==> config.mk <==
export PLATFORM = sky130hd
export DESIGN_NAME = atb_ctrl
export DESIGN_NICKNAME = d
export VERILOG_FILES = /design/src/rtl/core/atb_pkg.sv /design/src/rtl/core/atb_ctrl.sv
export SDC_FILE = /design/constraint.sdc
export NUM_CORES = 1
export LEC_CHECK = 0
export ABC_CLOCK_PERIOD_IN_PS = 3000
export BUFFER_PORTS_ARGS = -buffer_cell sky130_fd_sc_hd__buf_2
export CORE_AREA = 2 2 39 41
export DETAILED_ROUTE_END_ITERATION = 8
export DIE_AREA = 0 0 41 43
export PLACE_DENSITY = 0.8
export SLEW_MARGIN = 15
export SYNTH_ARGS = -nofsm -noshare
export SYNTH_HDL_FRONTEND = slang
export SYNTH_SLANG_ARGS = --single-unit
==> constraint.sdc <==
create_clock -name clk_i -period 3 [get_ports clk_i]
set_input_delay 0.45 -clock clk_i [delete_from_list [all_inputs] [get_ports clk_i]]
set_output_delay 0.45 -clock clk_i [all_outputs]
set_load 0.01 [all_outputs]
==> src/rtl/core/atb_pkg.sv <==
package atb_pkg;

  // Default configuration
  localparam int MaxEntriesDef = 64;
  localparam int FracBitsDef   = 16;

  // Fixed field widths
  localparam int WeightW = 16;
  localparam int CountW  = 7;
  localparam int SumW    = 22;
  localparam int IdxOutW = 6;
  localparam int ThrW    = 17;
  localparam int PtrW    = 7;
  localparam int ProdW   = 23;

  // Commands from the controller to the datapath
  typedef struct packed {
    logic load_fire;
    logic idx_clr;
    logic idx_inc;
    logic w_rd;
    logic mul;
    logic div_start;
    logic sc_wr;
    logic pr_qrd;
    logic pr_prd;
    logic pr_wr;
    logic dr_qrd;
    logic dr_wr;
    logic em_rd;
    logic zero_out;
    logic clear;
  } cmd_t;

  // Status from the datapath to the controller
  typedef struct packed {
    logic last_in;
    logic sum_zero;
    logic idx_last;
    logic div_done;
    logic small_empty;
    logic large_empty;
  } sts_t;

endpackage

==> src/rtl/core/atb_ctrl.sv <==
module atb_ctrl (
  input  logic          clk_i,
  input  logic          rst_ni,
  input  atb_pkg::sts_t sts_i,
  input  logic          in_valid_i,
  input  logic          out_ready_i,
  output atb_pkg::cmd_t cmd_o,
  output logic          in_ready_o,
  output logic          out_valid_o
);

  localparam logic [3:0] SLoad  = 4'd0;
  localparam logic [3:0] SScRd  = 4'd1;
  localparam logic [3:0] SScMul = 4'd2;
  localparam logic [3:0] SScDst = 4'd3;
  localparam logic [3:0] SScDiv = 4'd4;
  localparam logic [3:0] SScWr  = 4'd5;
  localparam logic [3:0] SPrChk = 4'd6;
  localparam logic [3:0] SPrQ   = 4'd7;
  localparam logic [3:0] SPrP   = 4'd8;
  localparam logic [3:0] SPrWr  = 4'd9;
  localparam logic [3:0] SDrQ   = 4'd10;
  localparam logic [3:0] SDrWr  = 4'd11;
  localparam logic [3:0] SEmRd  = 4'd12;
  localparam logic [3:0] SEmOut = 4'd13;
  localparam logic [3:0] SZero  = 4'd14;

  logic [3:0] state_q, state_d;

  always_ff @(posedge clk_i or negedge rst_ni) begin
    if (!rst_ni) state_q <= SLoad;
    else state_q <= state_d;
  end

  // Sequence load, scale, pair, drain and emit, or a single all-zero result
  always_comb begin
    state_d     = state_q;
    cmd_o       = '0;
    in_ready_o  = 1'b0;
    out_valid_o = 1'b0;
    unique case (state_q)
      SLoad: begin
        in_ready_o      = 1'b1;
        cmd_o.load_fire = in_valid_i;
        if (in_valid_i && sts_i.last_in) begin
          cmd_o.idx_clr = 1'b1;
          state_d       = sts_i.sum_zero ? SZero : SScRd;
        end
      end
      SScRd: begin
        cmd_o.w_rd = 1'b1;
        state_d    = SScMul;
      end
      SScMul: begin
        cmd_o.mul = 1'b1;
        state_d   = SScDst;
      end
      SScDst: begin
        cmd_o.div_start = 1'b1;
        state_d         = SScDiv;
      end
      SScDiv: begin
        if (sts_i.div_done) state_d = SScWr;
      end
      SScWr: begin
        cmd_o.sc_wr = 1'b1;
        if (sts_i.idx_last) begin
          state_d = SPrChk;
        end else begin
          cmd_o.idx_inc = 1'b1;
          state_d       = SScRd;
        end
      end
      SPrChk: begin
        if (!sts_i.small_empty && !sts_i.large_empty) begin
          state_d = SPrQ;
        end else if (sts_i.small_empty && sts_i.large_empty) begin
          cmd_o.idx_clr = 1'b1;
          state_d       = SEmRd;
        end else begin
          state_d = SDrQ;
        end
      end
      SPrQ: begin
        cmd_o.pr_qrd = 1'b1;
        state_d      = SPrP;
      end
      SPrP: begin
        cmd_o.pr_prd = 1'b1;
        state_d      = SPrWr;
      end
      SPrWr: begin
        cmd_o.pr_wr = 1'b1;
        state_d     = SPrChk;
      end
      SDrQ: begin
        cmd_o.dr_qrd = 1'b1;
        state_d      = SDrWr;
      end
      SDrWr: begin
        cmd_o.dr_wr = 1'b1;
        state_d     = SPrChk;
      end
      SEmRd: begin
        cmd_o.em_rd = 1'b1;
        state_d     = SEmOut;
      end
      SEmOut: begin
        out_valid_o = 1'b1;
        if (out_ready_i) begin
          if (sts_i.idx_last) begin
            cmd_o.clear = 1'b1;
            state_d     = SLoad;
          end else begin
            cmd_o.idx_inc = 1'b1;
            state_d       = SEmRd;
          end
        end
      end
      SZero: begin
        out_valid_o    = 1'b1;
        cmd_o.zero_out = 1'b1;
        if (out_ready_i) begin
          cmd_o.clear = 1'b1;
          state_d     = SLoad;
        end
      end
      default: state_d = SLoad;
    endcase
  end

endmodule

Word-level counts from Yosys, hierarchy flattened
Cells that the tools add are included.
{ "word_totals": {"regBits": 4, "in_bits": 10, "out_inout_bits": 17} }
{ "classes": {"n_eq_ne": 18, "mux": 35, "n_reduce_logical": 9} }
{ "ops": {"columns": ["cell", "count"], "rows": [
  ["one-hot mux 4 bit (14 select lines)", 1],
  ["equality test 4 bit, second input constant", 7],
  ["two-way mux 4 bit", 7],
  ["two-way mux 1 bit", 22],
  ["equality test 4 x 3 -> 1 bit, second input constant", 4],
  ["equality test 4 x 2 -> 1 bit, second input constant", 2],
  ["inequality test 2 bit, second input constant", 4],
  ["two-way mux 3 bit", 2],
  ["one-hot mux 1 bit (2 select lines)", 3],
  ["equality test 4 x 1 -> 1 bit, second input constant", 1],
  ["zero test 4 bit", 1],
  ["AND reduction 4 bit", 1],
  ["OR reduction 2 bit", 2],
  ["logical AND 1 bit", 3],
  ["zero test 1 bit", 2]
]} }

Longest topological paths before layout
Gate-level depths: netlist (run 1).
{ "logic_depth": {"depth_word": 4, "depth_mapped": 7, "ltp_nobuf": 6} }

Worst setup path before layout (run 1)
No wires, ideal clock.
{ "synth_timing": {"path_type": "register to output", "from": "reg state_q[0]", "to": "out cmd_o[14] in the netlist's numbering", "arrival_ns": 1.225, "t_required_ns": 2.550, "slack_ns": 1.325, "stages_incl_launch_ff": 5, "cell_sequence": "dfrtp_1 > buf_6 > buf_4 > nor4_2 > and2_1"} }
{ "synth_rtl": {"columns": ["element", "line", "rtl"], "rows": [
  ["start, declared", "atb_ctrl.sv:28", "logic [3:0] state_q, state_d;"],
  ["start signal, assigned", "atb_ctrl.sv:31", "if (!rst_ni) state_q <= SLoad;"],
  ["start signal, assigned", "atb_ctrl.sv:32", "else state_q <= state_d;"],
  ["end, declared", "atb_ctrl.sv:7", "output atb_pkg::cmd_t cmd_o,"]
]} }

==> results of run 1 <==
-- stage by stage --
step / utilization (%) / hold WS, ps
floorplan: - / 154
global placement: 51.8 / 253
detailed placement: 51.8 / 255
CTS: 53.4 / 8.58
global route: 53.4 / 15.6
finish: 53.4 / 11.3
-- worst register-to-register path, delay by kind of cell (launching register included) --
kind             cells  cell delay, ps
AO/OA/AOI/OAI        1             130
multiplexers         1             140
AND/OR/NAND/NOR      2             560
flip-flops           1             850
-- logic make-up after synthesis --
| kind of cell | count (synthesis) | synth area share, % |
|---|---|---|
| AND/OR/NAND/NOR | 36 | 29.4 |
| AO/OA/AOI/OAI | 32 | 34.3 |
| buffers and inverters | 15 | 15.2 |
| flip-flops | 4 | 15.6 |
| adder cells (fa/ha/maj) | 2 | 3.90 |
| multiplexers | 1 | 1.56 |
-- final cells by class --
class / instances / area share [%]
multi-input combinational: 71 / 60.1
timing repair buffer: 26 / 17.6
sequential: 4 / 13.5
clock buffer: 3 / 3.05
inverter: 6 / 3.05
tap: 16 / 2.71
-- cells in the mapped netlist (all sizes together) (2+ instances only) --
master and n:
o21a 2, nor3 8, nand2b 3, nor2 9
buf 9, inv 6, o21ai 9, ha 2
nor3b 2, dfrtp 4, nand2 6, a31oi 2
a21oi 8, nand3 4
-- final timing paths --
check,start,endpoint,depth (start not counted)
max,state_q[0],cmd_o[12],3
min,rst_ni,state_q[1],1
max reg2reg,state_q[2],state_q[0],4
min reg2reg,state_q[3],state_q[1],3
max in group asynchronous,rst_ni,state_q[3],1
min in group clk_i,out_ready_i,state_q[1],3
-- power groups by stage --
stage,combinational [mW],clock [mW],sequential (mW)
2_1_floorplan,0.515,0,0.103
3_3_place_gp,0.445,0,0.209
3_5_place_dp,0.449,0,0.212
4_1_cts,0.453,0.0668,0.211
5_1_grt,0.508,0.0691,0.225
6_report,0.453,0.0647,0.212
-- per-layer routing --
metal,global-route usage (%),vias to the layer above,wire [um]
li1,-,369,-
met1,27.4,334,640
met2,27.5,29,750
met3,3.14,0,125
met4,6.67,0,0
met5,0,-,0
==> key figures, run 1 <==
Status
  • Outcome: completed

Setup path
  • Family with the most delay on the worst path: simple AND/OR/NAND/NOR gates
  • Reg-to-reg slack, setup: ~1200 ps
  • Crit path kind: reg -> out
  • Bufs and invs on worst path: 1
  • Critical path, cell by cell: nand2b_1, nor4b_1, buf_2
  • Endpoint class of the critical path: output pin
  • Crit-path slowest cell: dfrtp_1
  • Worst path arrival time: 1850 ps
  • CP startpoint kind: register
  • CP max FO: 21
  • WP data required: 2550 ps
  • Slowest stage delay, CP: 710 ps

Logic synthesis
  • Post-synth ARST share: 100%
  • Syn Area/Cell: 7.13 um2
  • Post-synthesis sequential area ratio: 15.6%
  • Post-Syn Area: between 600 and 700 um2
  • Predominant post-synthesis flop cell: dfrtp_1
  • Synth Register Bits: 4
  • Synth warn: 0
  • Syn Nets: 102
  • Largest cells by area after synthesis: dfrtp_1 16%, buf_6 7.0%, nor3_1 6.2%
  • EDFF count, synth: 0
  • Synth Instances: 90
  • Synth unique cells: 36
  • Yosys top cell by area: dfrtp_1
  • Top-area cell type share of the netlist area: 15.6%

CTS
  • Root Buffer Master: clkbuf_4
  • CTS tree: yes
  • H-Tree Depth: 1
  • Sink Count: 4
  • Skew-Pair Late Insertion Delay: 230 ps
  • Post-CTS setup buffer count: 0
  • CTS buffer count: 3
  • Hold buffers post-CTS: 0
  • Clk slew on worst S/H paths: 40 ps
  • # resized after CTS: 0
  • Max Root-Sink Buffers: 2

STA
  • Final hold violation count: 0
  • RSZ-0062 raised after global routing: no
  • Worst-Margin Slew: 803 ps
  • Final TNS setup: 0 ps
  • Min Tclk post-route: ~2300 ps
  • Tcrit/Tclk final: ~77%
  • Clock Skew: between 3 and 4 ps
  • Final setup fails: 0
  • Maximum clock frequency: 435 MHz
  • Slew HR: 46.5%
  • PnR worst setup slack: ~700 ps
  • Slew Limit Fails: 0

Die
  • Starting Density: 46.4%
  • Die Y: 43 um
  • I/O pin count: 27
  • Die area: around 1800 um2
  • FP Rows: 14
  • Core footprint: approximately 1400 um2
  • Die Width: 41 um

Global route
  • Tot GR Track Use: between 10% and 20%
  • Initial antenna violation count: 0
  • Global-route wire length before repair: 2.39 mm
  • Largest net degree at the start of global routing: 28
  • Vias in the first global route: 599
  • Total grt overflow: 0

Routing
  • Via count: 732
  • First DRT Iteration DRCs: 30
  • Post-route antenna net violation count: 0
  • Pre-antenna DRT Iters: 4
  • Vias per cell: 5.81
  • Avg WL per Cell: 12.0 um
  • WL final: 1.52 mm
  • Remaining DRCs: 0

Placed design
  • Detailed Place HPWL: 1.10 mm
  • Gp weighted congestion: 0.863
  • Area post-placement: approximately 720 um2
  • Dpl ws: 965 ps
  • Buffers on Ports: 26
  • Placed Cells: 123

Power
  • Flop pwr share: 29.1%
  • Design Power: 0.730 mW
  • P_int: 0.329 mW
  • Pwr dens: 988 nW/um2
  • Switching power: around 0.4 mW
  • Leakage power figure: between 0.3 and 0.4 nW
  • Logic pwr share: 62.1%
  • Clk network pwr share: slightly below 9%
  • IR drop worst, VDD: 0.528 mV
  • Switching fraction of total power: between 50% and 60%

Finish
  • Non-Filler Instances: 126
  • Commonest non-fill, non-tap cells in the layout: 26 x buf_2, 9 x nor2_1, 8 x nor3_1, 7 x a21oi_1, 6 x nand2_1
  • ANT cells: 0
  • Cell area after layout: roughly 740 um2
  • NumNets Final: between 100 and 150
  • Largest register FFs: 4
  • Leading cell type in the layout, fill and taps excluded: buf_2
  • Share of layout cells above drive strength 1: between 30% and 40%
  • Sequential cell area: 100 um2
  • Top reg by flops: state_q
  • Area Growth Syn to Fin: 15.2%
  • Fillers: 132
  • Largest regs: state_q x4
  • Multi-input gate area: 444 um2

Worst hold path
  • Min-Delay Path Class: in -> async

Run
  • Max cap viols: 0
Note: power is estimated with default switching activity, not from simulation.
==> inputs of run 2 (changes only) <==
--- a/config.mk
+++ b/config.mk
@@ -5,12 +5,12 @@
 export SDC_FILE = /design/constraint.sdc
 export NUM_CORES = 1
 export LEC_CHECK = 0
-export ABC_CLOCK_PERIOD_IN_PS = 3000
+export ABC_AREA = 1
+export ABC_CLOCK_PERIOD_IN_PS = 1900
 export BUFFER_PORTS_ARGS = -buffer_cell sky130_fd_sc_hd__buf_2
-export CORE_AREA = 2 2 39 41
+export CORE_UTILIZATION = 41
 export DETAILED_ROUTE_END_ITERATION = 8
-export DIE_AREA = 0 0 41 43
-export PLACE_DENSITY = 0.8
+export PLACE_DENSITY = 0.73
 export SLEW_MARGIN = 15
 export SYNTH_ARGS = -nofsm -noshare
 export SYNTH_HDL_FRONTEND = slang
==> constraint.sdc (replaced) <==
create_clock -name clk_i -period 1.9 [get_ports clk_i]
set_input_delay 0.285 -clock clk_i [delete_from_list [all_inputs] [get_ports clk_i]]
set_output_delay 0.285 -clock clk_i [all_outputs]
set_load 0.01 [all_outputs]
==> key figures, run 2 <==
Routing
  • Avg WL per Cell: 9.40 um (was 12.0 um)
  • Remaining DRCs: 0 (unchanged)
  • Vias per cell: 4.63 (was 5.81)
  • Via count: 699 (was 732)
  • WL final: 1.42 mm (was 1.52 mm)
  • Pre-antenna DRT Iters: 4 (unchanged)
  • First DRT Iteration DRCs: 11 (was 30)
  • Post-route antenna net violation count: 0 (unchanged)

Logic synthesis
  • Post-synth ARST share: 100% (unchanged)
  • EDFF count, synth: 0 (unchanged)
  • Top-area cell type share of the netlist area: 18.6% (was 15.6%)
  • Predominant post-synthesis flop cell: dfrtp_1 (unchanged)
  • Synth Instances: 107 (was 90)
  • Yosys top cell by area: nand2_1 (was dfrtp_1)
  • Syn Nets: 119 (was 102)
  • Synth Register Bits: 4 (unchanged)
  • Post-synthesis sequential area ratio: 16.0% (was 15.6%)
  • Top-count cell post-synth: nand2_1 (was nor2_1)
  • Post-Syn Area: 627 um2 (was 642 um2)
  • Syn Area/Cell: 5.86 um2 (was 7.13 um2)
  • Synth unique cells: 19 (was 36)
  • Largest cells by area after synthesis: nand2_1 19%, dfrtp_1 16%, inv_1 9.6% (was dfrtp_1 16%, buf_6 7.0%, nor3_1 6.2%)
  • Synth warn: 0 (unchanged)
  • Most frequent cells after synthesis: 31 x nand2_1, 16 x inv_1, 15 x nor2_1 (was 9 x nor2_1, 8 x nor3_1, 7 x a21oi_1)

Finish
  • Final core utilization: 58.7% (was 53.4%)
  • ANT cells: 0 (unchanged)
  • Share of layout cells above drive strength 1: 36.0% (was 32.7%)
  • Leading cell type in the layout, fill and taps excluded: nand2_1 (was buf_2)
  • Area Growth Syn to Fin: 27.9% (was 15.2%)
  • Fillers: 158 (was 132)
  • Largest register FFs: 4 (unchanged)
  • Commonest non-fill, non-tap cells in the layout: 31 x nand2_1, 26 x buf_2, 16 x inv_1, 15 x nor2_1, 9 x nand3_1 (was 26 x buf_2, 9 x nor2_1, 8 x nor3_1, 7 x a21oi_1, 6 x nand2_1)
  • NumNets Final: 150 (was 124)
  • Top reg by flops: state_q (unchanged)
  • Largest regs: state_q x4 (unchanged)

CTS
  • Skew-Pair Late Insertion Delay: 230 ps (about the same)
  • Max Root-Sink Buffers: 2 (unchanged)
  • H-Tree Depth: 1 (unchanged)
  • CTS buffer count: 3 (unchanged)
  • Clk slew on worst S/H paths: 40 ps (about the same)
  • CTS tree: yes (unchanged)
  • Sink Count: 4 (unchanged)
  • Post-CTS setup buffer count: 0 (unchanged)
  • Root Buffer Master: clkbuf_4 (unchanged)

Die
  • I/O pin count: 27 (unchanged)
  • Die Y: 41.1 um (was 43 um)
  • Die Width: 41.1 um (was 41 um)
  • FP Rows: 13 (was 14)
  • Core footprint: 1370 um2 (was 1380 um2)
  • Die area: 1690 um2 (was 1760 um2)
  • Starting Density: 45.9% (was 46.4%)

Global route
  • Largest net degree at the start of global routing: 9 (was 28)
  • Total grt overflow: 0 (unchanged)
  • Global-route wire length before repair: 2.26 mm (was 2.39 mm)
  • Vias in the first global route: 561 (was 599)
  • Initial antenna violation count: 0 (unchanged)
  • Tot GR Track Use: 20.6% (was 19.0%)

Setup path
  • Crit path kind: reg -> out (unchanged)
  • Endpoint class of the critical path: output pin (unchanged)
  • Critical path, cell by cell: inv_2, nor2_4, nand2_4, inv_1, nand2_1, a21oi_1, buf_2 (was nand2b_1, nor4b_1, buf_2)
  • Bufs and invs on worst path: 3 (was 1)
  • Slowest stage delay, CP: 460 ps (was 710 ps)
  • Family with the most delay on the worst path: flip-flops (was simple AND/OR/NAND/NOR gates)
  • WP data required: 1620 ps (was 2550 ps)
  • Worst path arrival time: 1420 ps (was 1850 ps)
  • Crit-path slowest cell: dfrtp_1 (unchanged)
  • CP startpoint kind: register (unchanged)
  • CP max FO: 6 (was 21)

STA
  • Tcrit/Tclk final: 89.7%
  • Clock Skew: 1.83 ps (was 3.25 ps)
  • Final TNS setup: 0 ps (unchanged)
  • Maximum clock frequency: 586 MHz
  • Slew HR: 80.6% (was 46.5%)
  • Worst hold slack: 383 ps (was 11.3 ps)
  • Worst-Margin Slew: 291 ps (was 803 ps)
  • Slew Limit Fails: 0 (unchanged)
  • PnR worst setup slack: 195 ps (was 701 ps)
  • RSZ-0062 raised after global routing: no (unchanged)
  • Final hold violation count: 0 (unchanged)
  • Min Tclk post-route: 1710 ps
  • Final setup fails: 0 (unchanged)

Power
  • Switching power: 0.644 mW (was 0.401 mW)
  • IR drop worst, VDD: 0.568 mV (was 0.528 mV)
  • Design Power: 1.13 mW (was 0.730 mW)
  • Logic pwr share: 71.6% (was 62.1%)
  • Clk network pwr share: 9.0% (was 8.9%)
  • P_int: 0.482 mW (was 0.329 mW)
  • Pwr dens: 1400 nW/um2 (was 988 nW/um2)
  • Switching fraction of total power: 57.2% (was 54.9%)
  • Leakage power figure: 0.574 nW (was 0.350 nW)
  • Flop pwr share: 19.4% (was 29.1%)

Status
  • Outcome: completed (unchanged)

Run
  • Max cap viols: 0 (unchanged)

Placed design
  • Dpl ws: 333 ps (was 965 ps)
  • Detailed Place HPWL: 1.20 mm (was 1.10 mm)
  • Gp weighted congestion: 0.867 (was 0.863)
  • Buffers on Ports: 26 (unchanged)

Worst hold path
  • Min-Delay Path Class: in -> async (unchanged)
[run 2: stage by stage]
step	std cells	cell area, um2
6_report	151	802
3_3_place_gp	147	768
4_1_cts	151	801
3_5_place_dp	147	768
5_1_grt	151	802
2_1_floorplan	107	627
[run 2: power groups by stage]
stage	registers [mW]	clock network [mW]	logic [mW]
after floorplan	0.182	0	0.642
after global placement	0.217	0	0.796
after detailed placement	0.218	0	0.806
after CTS	0.217	0.103	0.810
after global routing	0.230	0.107	0.908
final	0.219	0.102	0.806
[run 2: per-layer routing]
metal  global-route usage [%]  wire length (um)  vias to the layer above
li1                         -                 -                      384
met1                     26.0               667                      299
met2                     35.2               702                       16
met3                     4.89                49                        0
met4                     4.84                 0                        0
met5                        0                 0                        -
[run 2: what timing repair did]
action | 4_1_cts | 5_1_grt
hold buffers | 1 | 0
setup endpoints to repair | 0 | 2
endpoints found under the hold margin | 4 | 0
gates resized for setup | 0 | 1
[run 2: final cells by class]
class                   instances  area [um2]  area share [%]
multi-input cells              80         435            54.3
flip-flops and latches          4         101            12.6
inverters                      22        83.8            10.5
clock buffers                   3        22.5            2.81
well taps                      15        18.8            2.34
repair buffers                 27         140            17.5
[run 2: path summary, 6_finish.rpt]
path | startpoint | end | slack (ps) | cells after the start
worst max-delay path | state_q[0] | cmd_o[0] | 190 | 7
worst min-delay path | rst_ni | state_q[0] | 380 | 2
worst max register to register | state_q[0] | state_q[1] | 540 | 8
worst min register to register | state_q[2] | state_q[2] | 640 | 2
max in group asynchronous | rst_ni | state_q[3] | 1390 | 2
min in group clk_i | out_ready_i | state_q[0] | 390 | 4
[run 2: logic make-up (layout without fill, tap and decap cells)]
group / count (synthesis) / after routing / share of synthesized area, %
AOI/OAI and AO/OA: 8 / 8 / 6.39
adders and majority gates: 2 / 2 / 3.99
buffers and inverters: 23 / 52 / 14.6
DFF: 4 / 4 / 16.0
and+or+nand+nor: 70 / 70 / 59.1
